**config.mk**
```make
export PLATFORM = sky130hd
export DESIGN_NAME = tfs_dpath
export DESIGN_NICKNAME = d
export VERILOG_FILES = /design/src/rtl/tfs_pkg.sv /design/src/rtl/tfs_dpath.sv
export SDC_FILE = /design/constraint.sdc
export NUM_CORES = 1
export LEC_CHECK = 0
export BUFFER_PORTS_ARGS = -buffer_cell sky130_fd_sc_hd__buf_2
export CORE_MARGIN = 2
export CORE_UTILIZATION = 40
export CTS_CLUSTER_SIZE = 40
export DETAILED_ROUTE_END_ITERATION = 12
export PLACE_DENSITY = 0.64
export SKIP_LAST_GASP = 1
export SLEW_MARGIN = 5
export SYNTH_ARGS = -nofsm -noshare
export SYNTH_HDL_FRONTEND = slang
export SYNTH_SLANG_ARGS = --single-unit
```
**constraint.sdc**
```tcl
create_clock -name aclk -period 11.8 [get_ports aclk]
set_input_delay 1.18 -clock aclk [delete_from_list [all_inputs] [get_ports aclk]]
set_output_delay 1.18 -clock aclk [all_outputs]
set_load 0.01 [all_outputs]
```
**src/rtl/tfs_pkg.sv**
```systemverilog
// Shared constants, codes and controller/datapath interface types for the floor search block.
package tfs_pkg;

    // Default table depth.
    localparam int TABLE_DEPTH_DEF = 1024;

    // Fixed field widths of the request and result items.
    localparam int IDX_W  = 10;
    localparam int TIME_W = 64;

    // Operation codes carried in the request's tuser.
    localparam logic FUNC_WRITE  = 1'b0;
    localparam logic FUNC_SEARCH = 1'b1;

    // Commands from the controller to the datapath.
    typedef struct packed {
        logic wr_en;     // write the request's timestamp into the table
        logic load;      // capture key and saturated range of a search
        logic addr_low;  // read the entry at the low index
        logic chk_low;   // evaluate the low entry against the key
        logic probe;     // evaluate one probe and narrow the range
        logic out_load;  // move the final answer into the result register
    } tfs_cmd_t;

    // Status from the datapath to the controller.
    typedef struct packed {
        logic below;     // key lies under the low entry
        logic more;      // the narrowed range still holds more than one entry
    } tfs_status_t;

endpackage

```
**src/rtl/tfs_dpath.sv**
```systemverilog
// Search datapath: range registers, probe midpoint, key compare and result register.
module tfs_dpath
    import tfs_pkg::*;
#(
    parameter int TABLE_DEPTH = TABLE_DEPTH_DEF
) (
    input  logic                           aclk,
    input  tfs_cmd_t                       cmd,
    output tfs_status_t                    status,
    input  logic [IDX_W-1:0]               entry_index,
    input  logic [TIME_W-1:0]              time_value,
    input  logic [IDX_W-1:0]               low_index,
    input  logic [IDX_W-1:0]               high_index,
    output logic                           ram_we,
    output logic [$clog2(TABLE_DEPTH)-1:0] ram_addr,
    output logic [TIME_W-1:0]              ram_wdata,
    input  logic [TIME_W-1:0]              ram_rdata,
    output logic [IDX_W-1:0]               found_index,
    output logic                           exact_match,
    output logic                           below_range
);

    localparam int AW  = $clog2(TABLE_DEPTH);
    // Positions never exceed the smaller of the field range and the table.
    localparam int IXW = (AW < IDX_W) ? AW : IDX_W;
    localparam logic [IXW-1:0] LAST_POS = IXW'(TABLE_DEPTH - 1);

    logic [TIME_W-1:0] key_reg;
    logic [IXW-1:0]    l_reg, h_reg, mid_reg;
    logic              exact_reg, below_reg;
    logic [IXW-1:0]    found_reg;
    logic              out_exact_reg, out_below_reg;

    logic [IXW-1:0]    low_sat, high_sat;
    logic              rd_le, rd_eq;
    logic [IXW-1:0]    l_new, h_new, mid_new;
    logic [IXW:0]      span;

    always_comb begin
        low_sat  = (32'(low_index) >= TABLE_DEPTH) ? LAST_POS : IXW'(low_index);
        high_sat = (32'(high_index) >= TABLE_DEPTH) ? LAST_POS : IXW'(high_index);
    end

    assign rd_le = (ram_rdata <= key_reg);
    assign rd_eq = (ram_rdata == key_reg);

    // During a probe the entry read at mid_reg narrows the range.
    always_comb begin
        if (cmd.probe && rd_le) begin
            l_new = mid_reg;
            h_new = h_reg;
        end else if (cmd.probe) begin
            l_new = l_reg;
            h_new = mid_reg - 1'b1;
        end else begin
            l_new = l_reg;
            h_new = h_reg;
        end
        span    = {1'b0, h_new} - {1'b0, l_new} + 1'b1;
        mid_new = l_new + span[IXW:1];
    end

    assign status.below = !rd_le;
    assign status.more  = (l_new < h_new);

    assign ram_we    = cmd.wr_en && (32'(entry_index) < TABLE_DEPTH);
    assign ram_wdata = time_value;

    always_comb begin
        if (cmd.wr_en) begin
            ram_addr = AW'(entry_index);
        end else if (cmd.addr_low) begin
            ram_addr = AW'(l_reg);
        end else begin
            ram_addr = AW'(mid_new);
        end
    end

    always_ff @(posedge aclk) begin
        if (cmd.load) begin
            key_reg <= time_value;
            l_reg   <= low_sat;
            h_reg   <= (high_sat < low_sat) ? low_sat : high_sat;
        end
        if (cmd.chk_low) begin
            below_reg <= !rd_le;
            exact_reg <= rd_eq;
            mid_reg   <= mid_new;
        end
        if (cmd.probe) begin
            l_reg   <= l_new;
            h_reg   <= h_new;
            mid_reg <= mid_new;
            if (rd_le) begin
                exact_reg <= rd_eq;
            end
        end
        if (cmd.out_load) begin
            found_reg     <= l_reg;
            out_exact_reg <= exact_reg && !below_reg;
            out_below_reg <= below_reg;
        end
    end

    assign found_index = IDX_W'(found_reg);
    assign exact_match = out_exact_reg;
    assign below_range = out_below_reg;

endmodule

```
==> impl_metrics.json <==
{
  "setup-tns-final_ns": 0,
  "ctsHtreeMaxLevel": 3,
  "start_kind": "primary input",
  "min_path_type": "flip-flop to flip-flop",
  "cp_max_fo": 20,
  "portBuffers": 253,
  "dr.pass1.iters": 5,
  "grt_usage_pct": 18.47,
  "dieArea_sq_mm": 0.02114,
  "grt_pass1_vias": 5845,
  "cp_common_cell": "ha_1",
  "synth.distinct_cells": 72,
  "cp.required_ns": 10.62,
  "cts_hold_buf": 0,
  "syn_nets": 1052,
  "fp-row-count": 51,
  "synthFlopType": "edfxtp_1",
  "wire_per_inst_microns": 15.76,
  "peakVddDrop_uv": 116.6,
  "cts_buffer_depth": 2,
  "area_growth_pct": 17.32,
  "status": "finished, final reports clean",
  "core-area_sq_mm": 0.01953,
  "place.gp.congestion": 0.8441,
  "cp_top_family": "compound AO/OA/AOI/OAI gates",
  "seq_area_frac_synth_pct": 40.43,
  "worst_slew_pin_slew_ns": 1.273,
  "clockRootBuffer": "clkbuf_16",
  "drv_cap": 0,
  "cts_tree": "done",
  "p_sw_share_pct": 41.26,
  "final_layout_size_suffix_gt1_share_pct": 30.81,
  "yosysWarningCount": 0,
  "critPathArrivalTime_ns": 8.12,
  "finalHoldViolations": 0,
  "antenna_found_initial": 1,
  "die_x_microns": 145.4,
  "initial_core_util_pct": 40.95,
  "numCtsBuffers": 9,
  "criticalPathCategory": "primary input to primary output",
  "end_kind": "primary output",
  "max_freq_mhz": 107.5,
  "dp.cells": 1226,
  "synthArstFlopShare_pct": 0,
  "period_share_pct": 78.81,
  "p_leak_nw": 4.546,
  "synth_edf_count": 107,
  "synthTopCellsByArea": "edfxtp_1, ha_1, buf_4",
  "setup_viol_count_final": 0,
  "viasPerCell": 4.911,
  "boundaryPins": 254,
  "slew_headroom_pct": 14.98,
  "ctsResizeCount": 0,
  "ant_nets": 0,
  "synth_top_area_cell": "edfxtp_1",
  "slowest_stage": "a211oi_2",
  "syn_area_sq_mm": 0.007996,
  "syn_avg_cell_area_sq_um": 10.23,
  "path_buf_inv": 4,
  "clkLatencyLatePin_ns": 0.36,
  "seqPwrFrac_pct": 29.2,
  "grt_pass1_wl_mm": 30.57,
  "internal_power_w": 0.001141,
  "ys_seq_elements": 108,
  "clock_power_share_pct": 16.1,
  "grt-ovfl-total": 0,
  "fin_nets": 1242,
  "largest_register_ffs": 64,
  "grt_max_degree": 48,
  "switchingPower_w": 0.0008016,
  "vias": 6104,
  "post-dp-hpwl_mm": 16.33,
  "drc": 0,
  "grt_setup_unrepaired": "false",
  "initialDrtViolationCount": 397,
  "syn-instance-count": 782,
  "die_h_microns": 145.4,
  "synth_top_area_share_pct": 40.18,
  "yosysMostFrequentCell": "edfxtp_1",
  "min_period_ns": 9.300,
  "yosys-top-cells-count": "edfxtp_1, inv_1, ha_1",
  "fin_worst_skew_ns": 0.01376,
  "drv_slew": 0,
  "wirelength_mm": 19.59,
  "powerDensity_mw_per_mm2": 207.1,
  "cts_setup_buffers": 0,
  "instances_no_fill": 1243,
  "combPwrFrac_pct": 54.6,
  "max_stage_delay_ns": 1.04,
  "cts.sinks": 108,
  "clk_pin_slew_ns": 0.07
}
==> per-stage QoR <==
stage          setup WS [ns]  util (%)  hold slack, ns  instance area, sq um  total power [W]
5_1_grt                1.965     48.05          0.4763                  9382         0.002090
2_1_floorplan          3.508         -          0.4271                  7996         0.001351
4_1_cts                2.541     48.03          0.4564                  9379         0.001942
3_5_place_dp           2.555     46.50          0.4393                  9080         0.001630
3_3_place_gp           2.672     46.50          0.4403                  9080         0.001618
6_report               2.501     48.05          0.4541                  9382         0.001943
==> power by group through the flow <==
stage | logic [W] | clock network, W | registers, W
floorplan | 0.000793 | 0 | 0.000558
global placement | 0.00104 | 0 | 0.000574
detailed placement | 0.00106 | 0 | 0.000574
CTS | 0.00105 | 0.000320 | 0.000567
global route | 0.00118 | 0.000334 | 0.000574
finish | 0.00106 | 0.000314 | 0.000568
==> cells by family after synthesis <==
logic type	share of synthesized area, %
muxes	4.350
adders and majority gates	16.62
DFF	40.43
xor gates and xnor gates	2.300
AOI/OAI and AO/OA	12.21
and+or+nand+nor	12.46
buffers and inverters	11.64
==> layout by cell type (no fill, tap or decap), types with 4 or more instances in the layout <==
master       n
a211oi_1     6
a21o_1      12
a21oi_1     49
and2_1       5
and3_1       4
buf_2      253
clkbuf_16    9
edfxtp_1   107
ha_1       103
inv_1      105
mux2_2       6
mux2i_1     28
nand2_1     55
nand2b_1     7
nand3_1     14
nand4_1     20
nor2_1      28
nor2b_1      8
nor3_1      14
nor4_1       6
o21ai_0     32
o21ai_1      4
or2_2        5
xnor2_1     15
xor2_1       6
==> final cells by class <==
| type | count | area [sq um] |
|---|---|---|
| flip-flops and latches | 108 | 3233 |
| inverters | 107 | 401.6 |
| clock inverters | 6 | 70.07 |
| repair buffers | 255 | 1281 |
| well taps | 265 | 331.6 |
| clock buffers | 10 | 229.0 |
| fillers | 1855 | 10140 |
| multi-input cells | 491 | 3832 |
| diodes | 1 | 2.502 |
==> per-layer routing <==
layer	vias to the layer above	routed length [microns]	global-route usage, %
met2	195	8962	30.07
met3	16	1014	3.103
met5	-	0	0
met1	2763	9395	25.63
li1	3130	-	-
met4	0	217	4.902
==> worst paths after layout <==
path,startpoint,to,slack (ns),depth (start not counted)
max,ram_rdata[61],ram_addr[7],2.50,27
min,below_reg,below_range,0.45,0
max reg2reg,key_reg[61],mid_reg[9],4.52,26
min reg2reg,below_reg,below_range,0.45,0
Power figures use the tool's default switching activity.
