==> src/rtl/tfs_pkg.sv <==
// Shared constants, codes and controller/datapath interface types for the floor search block.
package tfs_pkg;

    // Default table depth.
    localparam int TABLE_DEPTH_DEF = 1024;

    // Fixed field widths of the request and result items.
    localparam int IDX_W  = 10;
    localparam int TIME_W = 64;

    // Operation codes carried in the request's tuser.
    localparam logic FUNC_WRITE  = 1'b0;
    localparam logic FUNC_SEARCH = 1'b1;

    // Commands from the controller to the datapath.
    typedef struct packed {
        logic wr_en;     // write the request's timestamp into the table
        logic load;      // capture key and saturated range of a search
        logic addr_low;  // read the entry at the low index
        logic chk_low;   // evaluate the low entry against the key
        logic probe;     // evaluate one probe and narrow the range
        logic out_load;  // move the final answer into the result register
    } tfs_cmd_t;

    // Status from the datapath to the controller.
    typedef struct packed {
        logic below;     // key lies under the low entry
        logic more;      // the narrowed range still holds more than one entry
    } tfs_status_t;

endpackage

==> src/rtl/tfs_ctrl.sv <==
// Controller state machine that sequences table writes and the probes of a search.
module tfs_ctrl
    import tfs_pkg::*;
(
    input  logic        aclk,
    input  logic        aresetn,
    input  logic        req_valid,
    input  logic        req_search,
    input  tfs_status_t status,
    input  logic        res_ready,
    output logic        req_ready,
    output logic        res_valid,
    output tfs_cmd_t    cmd
);

    typedef enum logic [2:0] {
        ST_IDLE,
        ST_LOW_ADDR,
        ST_LOW_CHK,
        ST_PROBE,
        ST_DONE
    } state_t;

    state_t state_reg, state_next;
    logic   res_valid_reg, res_valid_next;

    assign req_ready = (state_reg == ST_IDLE);
    assign res_valid = res_valid_reg;

    always_comb begin
        cmd        = '0;
        state_next = state_reg;
        unique case (state_reg)
            ST_IDLE: begin
                if (req_valid) begin
                    if (req_search == FUNC_SEARCH) begin
                        cmd.load   = 1'b1;
                        state_next = ST_LOW_ADDR;
                    end else begin
                        cmd.wr_en = 1'b1;
                    end
                end
            end
            ST_LOW_ADDR: begin
                cmd.addr_low = 1'b1;
                state_next   = ST_LOW_CHK;
            end
            ST_LOW_CHK: begin
                cmd.chk_low = 1'b1;
                state_next  = (status.below || !status.more) ? ST_DONE : ST_PROBE;
            end
            ST_PROBE: begin
                cmd.probe = 1'b1;
                if (!status.more) begin
                    state_next = ST_DONE;
                end
            end
            ST_DONE: begin
                if (!res_valid_reg || res_ready) begin
                    cmd.out_load = 1'b1;
                    state_next   = ST_IDLE;
                end
            end
            default: state_next = ST_IDLE;
        endcase
    end

    always_comb begin
        if (cmd.out_load) begin
            res_valid_next = 1'b1;
        end else if (res_ready) begin
            res_valid_next = 1'b0;
        end else begin
            res_valid_next = res_valid_reg;
        end
    end

    always_ff @(posedge aclk) begin
        if (!aresetn) begin
            state_reg     <= ST_IDLE;
            res_valid_reg <= 1'b0;
        end else begin
            state_reg     <= state_next;
            res_valid_reg <= res_valid_next;
        end
    end

endmodule

==> config.mk <==
export PLATFORM = sky130hd
export DESIGN_NAME = tfs_ctrl
export DESIGN_NICKNAME = d
export VERILOG_FILES = /design/src/rtl/tfs_pkg.sv /design/src/rtl/tfs_ctrl.sv
export SDC_FILE = /design/constraint.sdc
export NUM_CORES = 1
export LEC_CHECK = 0
export BUFFER_PORTS_ARGS = -buffer_cell sky130_fd_sc_hd__buf_2
export CORE_AREA = 8 8 45 47
export CTS_CLUSTER_SIZE = 12
export DETAILED_ROUTE_END_ITERATION = 12
export DIE_AREA = 0 0 53 55
export GPL_TIMING_DRIVEN = 0
export SLEW_MARGIN = 20
export SYNTH_ARGS = -nofsm -noshare
export SYNTH_HDL_FRONTEND = slang
export SYNTH_SLANG_ARGS = --single-unit
==> constraint.sdc <==
create_clock -name aclk -period 1.95 [get_ports aclk]
set_input_delay 0.39 -clock aclk [delete_from_list [all_inputs] [get_ports aclk]]
set_output_delay 0.39 -clock aclk [all_outputs]
set_load 0.05 [all_outputs]
==> results.ini, run 1 <==
[run_status]
status = finished, final reports clean

[synthesis]
synth_top_family_by_area = simple AND/OR/NAND/NOR gates
yosysTopAreaCell = dfxtp_1
synth_seq_cells = 4
syn_nets = 36
netlist.area_leader.share_pct = 33.86
synthMuxAreaShare_pct = 0
netlist_area_um2 = 236.5
synth_simple_gate_area_share_pct = 45.50
ys_types = 16
avgSynthCellArea_um2 = 8.154
yosysSeqAreaShare_pct = 33.86
yosysWarnings = 0
synthesis.instances = 29
yosys.area_share.adder_pct = 0
synth_xor_area_share_pct = 0
synth_compound_area_share_pct = 12.70
ys_top_cells_by_area = dfxtp_1 (34%), a21oi_1 (8.5%), nor2_1 (6.3%), nand2b_1 (5.3%), nor2b_1 (5.3%)

[critical_path]
setup.worst_path.end_class = primary output
slowest_delay_ps = 360
crit_arrival_ps = 1340
path_common_cell = nor2_1
critical_path_class = reg2out
path_cells = nor2_1 -> nand2_1 -> nor2_1 -> buf_4 -> buf_2
cp-start-kind = flip-flop
cp_max_fo = 7
cp.required_ps = 1560
crit_slowest_cell = dfxtp_1

[final_layout]
drive_gt1_share_pct = 52.17
largest_reg_flops = 3
nets = 55
area_growth_pct = 53.44
post-route-util_pct = 26.22
antennaDiodeCount = 0

[flow_run]
max_cap_violations = 0

[global_routing]
grt_pass1_wl_um = 862
grt_use_total_pct = 4.212
grt_pass1_vias = 232
grt-ovfl-total = 0
grt_max_degree = 10
antenna_found_initial = 0

[clocking]
cts_resized = 0
cts-buffers-inserted = 3
clk_path_buf_depth = 2
cts_tree = done
clock_latency_ps = 230
clock-sinks = 4
postCtsHoldBufs = 0
postCtsSetupBuffers = 0
h-tree-depth = 1
cts.clk_slew.worst_paths_ps = 40
root_buffer = clkbuf_4

[power]
p_leak_uw = 0.0001901
ir_drop_uv = 178.6
powerDensity_mw_per_mm2 = 685.5

[timing]
fin_setup_tns_ps = 0
setup_ws_ps = 216.2
hold_viol_final = 0
setup_viol = 0
fmaxAchievable_mhz = 576.8
worst_slew_pin_slew_ps = 245.8
skew_ps = 3.085
final_max_slew_viol_count = 0
max_slew_margin_pct = 83.59
timing.final.crit_share_pct = 88.91
rsz0062_at_grt = no
post-route-min-period_ps = 1734

[die]
rows = 14
die_area_mm2 = 0.002915
die_width_um = 53
io_pins = 15
fp.dieH_um = 55
core_area_mm2 = 0.001384
initial_utilization_pct = 17.09

[worst_hold_path]
hp-class = in2reg

[place]
globalplace.congestion = 0.7291
port_buffers = 14
hpwl_um = 498.2
place_ws_ps = 435.0

[detailed_routing]
detail_route.wl_per_cell_um = 9.435
num_vias = 262
ant_nets = 0
dr.pass1.iters = 4
vias_per_cell = 4.226
drc = 0
drt-initial-drc-count = 9
wl_um = 585

-- layout make-up --
class / instances / area (um2)
Buffer: 2 / 18.77
Clock buffer: 3 / 22.52
Fill cell: 161 / 1021
Multi-Input combinational cell: 23 / 151.4
Sequential cell: 4 / 80.08
Tap cell: 16 / 20.02
Timing Repair Buffer: 14 / 70.07
-- worst paths after layout --
check                                  start      endpoint  slack [ps]  cells after the start
worst max-delay path            state_reg[1]        cmd[0]         220                      5
worst min-delay path                 aresetn     res_valid         440                      2
worst max register to register  state_reg[0]  state_reg[2]         970                      3
worst min register to register  state_reg[0]  state_reg[1]         590                      2
-- layer usage --
layer / routed length, um / track usage, % / vias up
met5: 0 / 0 / -
met4: 0 / 3.879 / 0
met3: 104 / 2.941 / 0
met2: 291 / 6.836 / 12
met1: 188 / 3.354 / 114
li1: - / - / 136
-- stage by stage --
stage          instance area (um2)  hold WS, ps  cells  power (uW)
4_1_cts                      362.8        432.2     62       254.6
2_1_floorplan                250.2        518.2     29       132.6
6_report                     362.8        435.1     62       248.7
5_1_grt                      362.8        449.0     62       261.7
3_3_place_gp                 340.3        581.0     59       149.2
3_5_place_dp                 340.3        587.4     59       149.8
-- logic make-up after synthesis --
group | Yosys count
and+or+nand+nor | 18
DFF | 4
buffers and inverters | 2
AOI/OAI and AO/OA | 5
-- critical path: cells and delay by family (launching register included) --
kind,cells,cell delay [ps]
flops,1,360
buf+inv,2,340
simple gates,3,410
-- where the power goes --
group	total [uW]	internal (uW)	switching [uW]
Clock	101	68.8	32.3
Sequential	88.6	84.8	3.80
Combinational	59.1	18.6	40.5
Total	249	172	76.6
-- cells in the mapped netlist, drive strengths merged --
cell    number
nor2         4
and3b        1
dfxtp        4
nand3b       1
nor3b        1
nand2b       3
nor3         1
and3         1
buf          2
a21oi        4
nand2        2
nor2b        2
nand3        2
a41o         1
-- cell usage in the layout, fill, tap and decap left out --
cell      netlist  final
a41o_1          1      1
dfxtp_1         4      4
buf_2           0     14
nand3_1         2      2
nand2b_1        2      2
nor3_4          0      1
nand2b_2        1      1
nor3b_2         0      1
nor2b_1         2      2
nor2_2          0      1
nand3b_1        1      1
buf_4           1      1
and3_1          1      1
a21oi_1         4      4
and3b_2         1      1
nor2_1          4      3
buf_6           1      1
clkbuf_4        0      3
nand2_1         2      2
Power figures use the tool's default switching activity.
==> run 2, diff against run 1 <==
--- a/config.mk
+++ b/config.mk
@@ -7,10 +7,12 @@
 export LEC_CHECK = 0
 export BUFFER_PORTS_ARGS = -buffer_cell sky130_fd_sc_hd__buf_2
 export CORE_AREA = 8 8 45 47
+export CTS_CLUSTER_DIAMETER = 80
 export CTS_CLUSTER_SIZE = 12
 export DETAILED_ROUTE_END_ITERATION = 12
 export DIE_AREA = 0 0 53 55
 export GPL_TIMING_DRIVEN = 0
+export PLACE_DENSITY = 0.43
 export SLEW_MARGIN = 20
 export SYNTH_ARGS = -nofsm -noshare
 export SYNTH_HDL_FRONTEND = slang
==> run 2 against run 1 <==
Net effect: non-clock buffer count unchanged; combinational power about the same; count of clock-buffer cells in the layout unchanged; sequential cell count unchanged; fmax decreased by 2.9%; final cell count unchanged; register-to-register slack got worse by 20 ps; routed wire length increased by 5.6%; clock power about the same; critical endpoint unchanged.
==> results.ini, run 2 (synthesized netlist as in run 1, its figures left out) <==
[timing]
holdWs_ps = 430.9
fmaxAchievable_mhz = 560.3
hold_viol_final = 0
final_max_slew_viol_count = 0
fin_setup_tns_ps = 0
skew_ps = 1.928
rsz0062_at_grt = no
setup_viol = 0
worst_slew_pin_slew_ps = 263.4
post-route-min-period_ps = 1785
max_slew_margin_pct = 82.38
timing.final.crit_share_pct = 91.52

[detailed_routing]
drc = 0
dr.pass1.iters = 2
drt-initial-drc-count = 3
detail_route.wl_per_cell_um = 9.968
ant_nets = 0
wl_um = 618
vias_per_cell = 4.274
num_vias = 265

[clocking]
h-tree-depth = 1
cts.clk_slew.worst_paths_ps = 40
postCtsHoldBufs = 0
cts_tree = done
cts_resized = 0
clock-sinks = 4
root_buffer = clkbuf_4
clock_latency_ps = 230
postCtsSetupBuffers = 0
cts-buffers-inserted = 3
clk_path_buf_depth = 2

[final_layout]
antennaDiodeCount = 0
final_cell_mix = buf_2 (14), a21oi_1 (4), dfxtp_1 (4)
layout_commonest_cell = buf_2
drive_gt1_share_pct = 52.17
area_growth_pct = 53.44
largest_reg_flops = 3
nets = 55

[global_routing]
grt_use_total_pct = 4.538
antenna_found_initial = 0
grt_pass1_wl_um = 979
grt_max_degree = 10
grt_pass1_vias = 244
grt-ovfl-total = 0

[die]
rows = 14
initial_utilization_pct = 17.09
core_area_mm2 = 0.001384
io_pins = 15
die_area_mm2 = 0.002915
fp.dieH_um = 55
die_width_um = 53

[power]
powerDensity_mw_per_mm2 = 689.8
ir_drop_uv = 485.4
p_leak_uw = 0.0001901

[critical_path]
cp.required_ps = 1560
cp_max_fo = 7
crit_arrival_ps = 1390
critical_path_class = reg2out
cp-start-kind = flip-flop
setup.worst_path.end_class = primary output

[flow_run]
max_cap_violations = 0

[place]
globalplace.congestion = 0.6976
hpwl_um = 517.8
port_buffers = 14

[run_status]
status = finished, final reports clean

[worst_hold_path]
hp-class = in2reg

## run 2: cell counts in the layout (fill, tap and decap cells not counted)
Identical to the previous run, type by type.
## run 2: per-layer routing
metal	track usage, %	routed length [um]	up-vias
li1	-	-	134
met3	4.813	125	0
met5	0	0	-
met1	5.023	267	117
met4	0	0	0
met2	6.250	225	14
## run 2: report_power, final
part / leakage [uW] / internal [uW] / switching (uW)
clock: 0.0000138 / 68.8 / 33.4
sequential: 0.0000325 / 84.8 / 3.82
combinational: 0.000144 / 18.6 / 40.8
total: 0.000190 / 172 / 78.0
## run 2: final cells by class
cell class / count / area [um2]
Fill cell: 149 / 1021
Buffer: 2 / 18.77
Sequential cell: 4 / 80.08
Multi-Input combinational cell: 23 / 151.4
Tap cell: 16 / 20.02
Clock buffer: 3 / 22.52
Timing Repair Buffer: 14 / 70.07
## run 2: path summary, 6_finish.rpt
check	end	start	cells after the start	slack (ps)
max	cmd[0]	state_reg[1]	5	170
min	state_reg[0]	aresetn	3	430
max reg2reg	state_reg[2]	state_reg[0]	3	950
min reg2reg	state_reg[1]	state_reg[0]	2	590
## run 2: through the flow
stage / worst slack [ps] / total power, uW / cells / utilization [%] / area (um2)
global placement: 407.6 / 150.3 / 59 / 24.59 / 340.3
global route: 76.88 / 263.8 / 62 / 26.22 / 362.8
CTS: 163.3 / 254.4 / 62 / 26.22 / 362.8
finish: 165.3 / 250.3 / 62 / 26.22 / 362.8
detailed placement: 417.5 / 150.0 / 59 / 24.59 / 340.3
floorplan: 77.35 / 132.6 / 29 / - / 250.2
## run 2: critical path, stage by stage, from the launching register on
cell and delay [ps]:
dfxtp_1 370, nor2_1 260, nand2_1 90, nor2_1 90, buf_4 100, buf_2 250
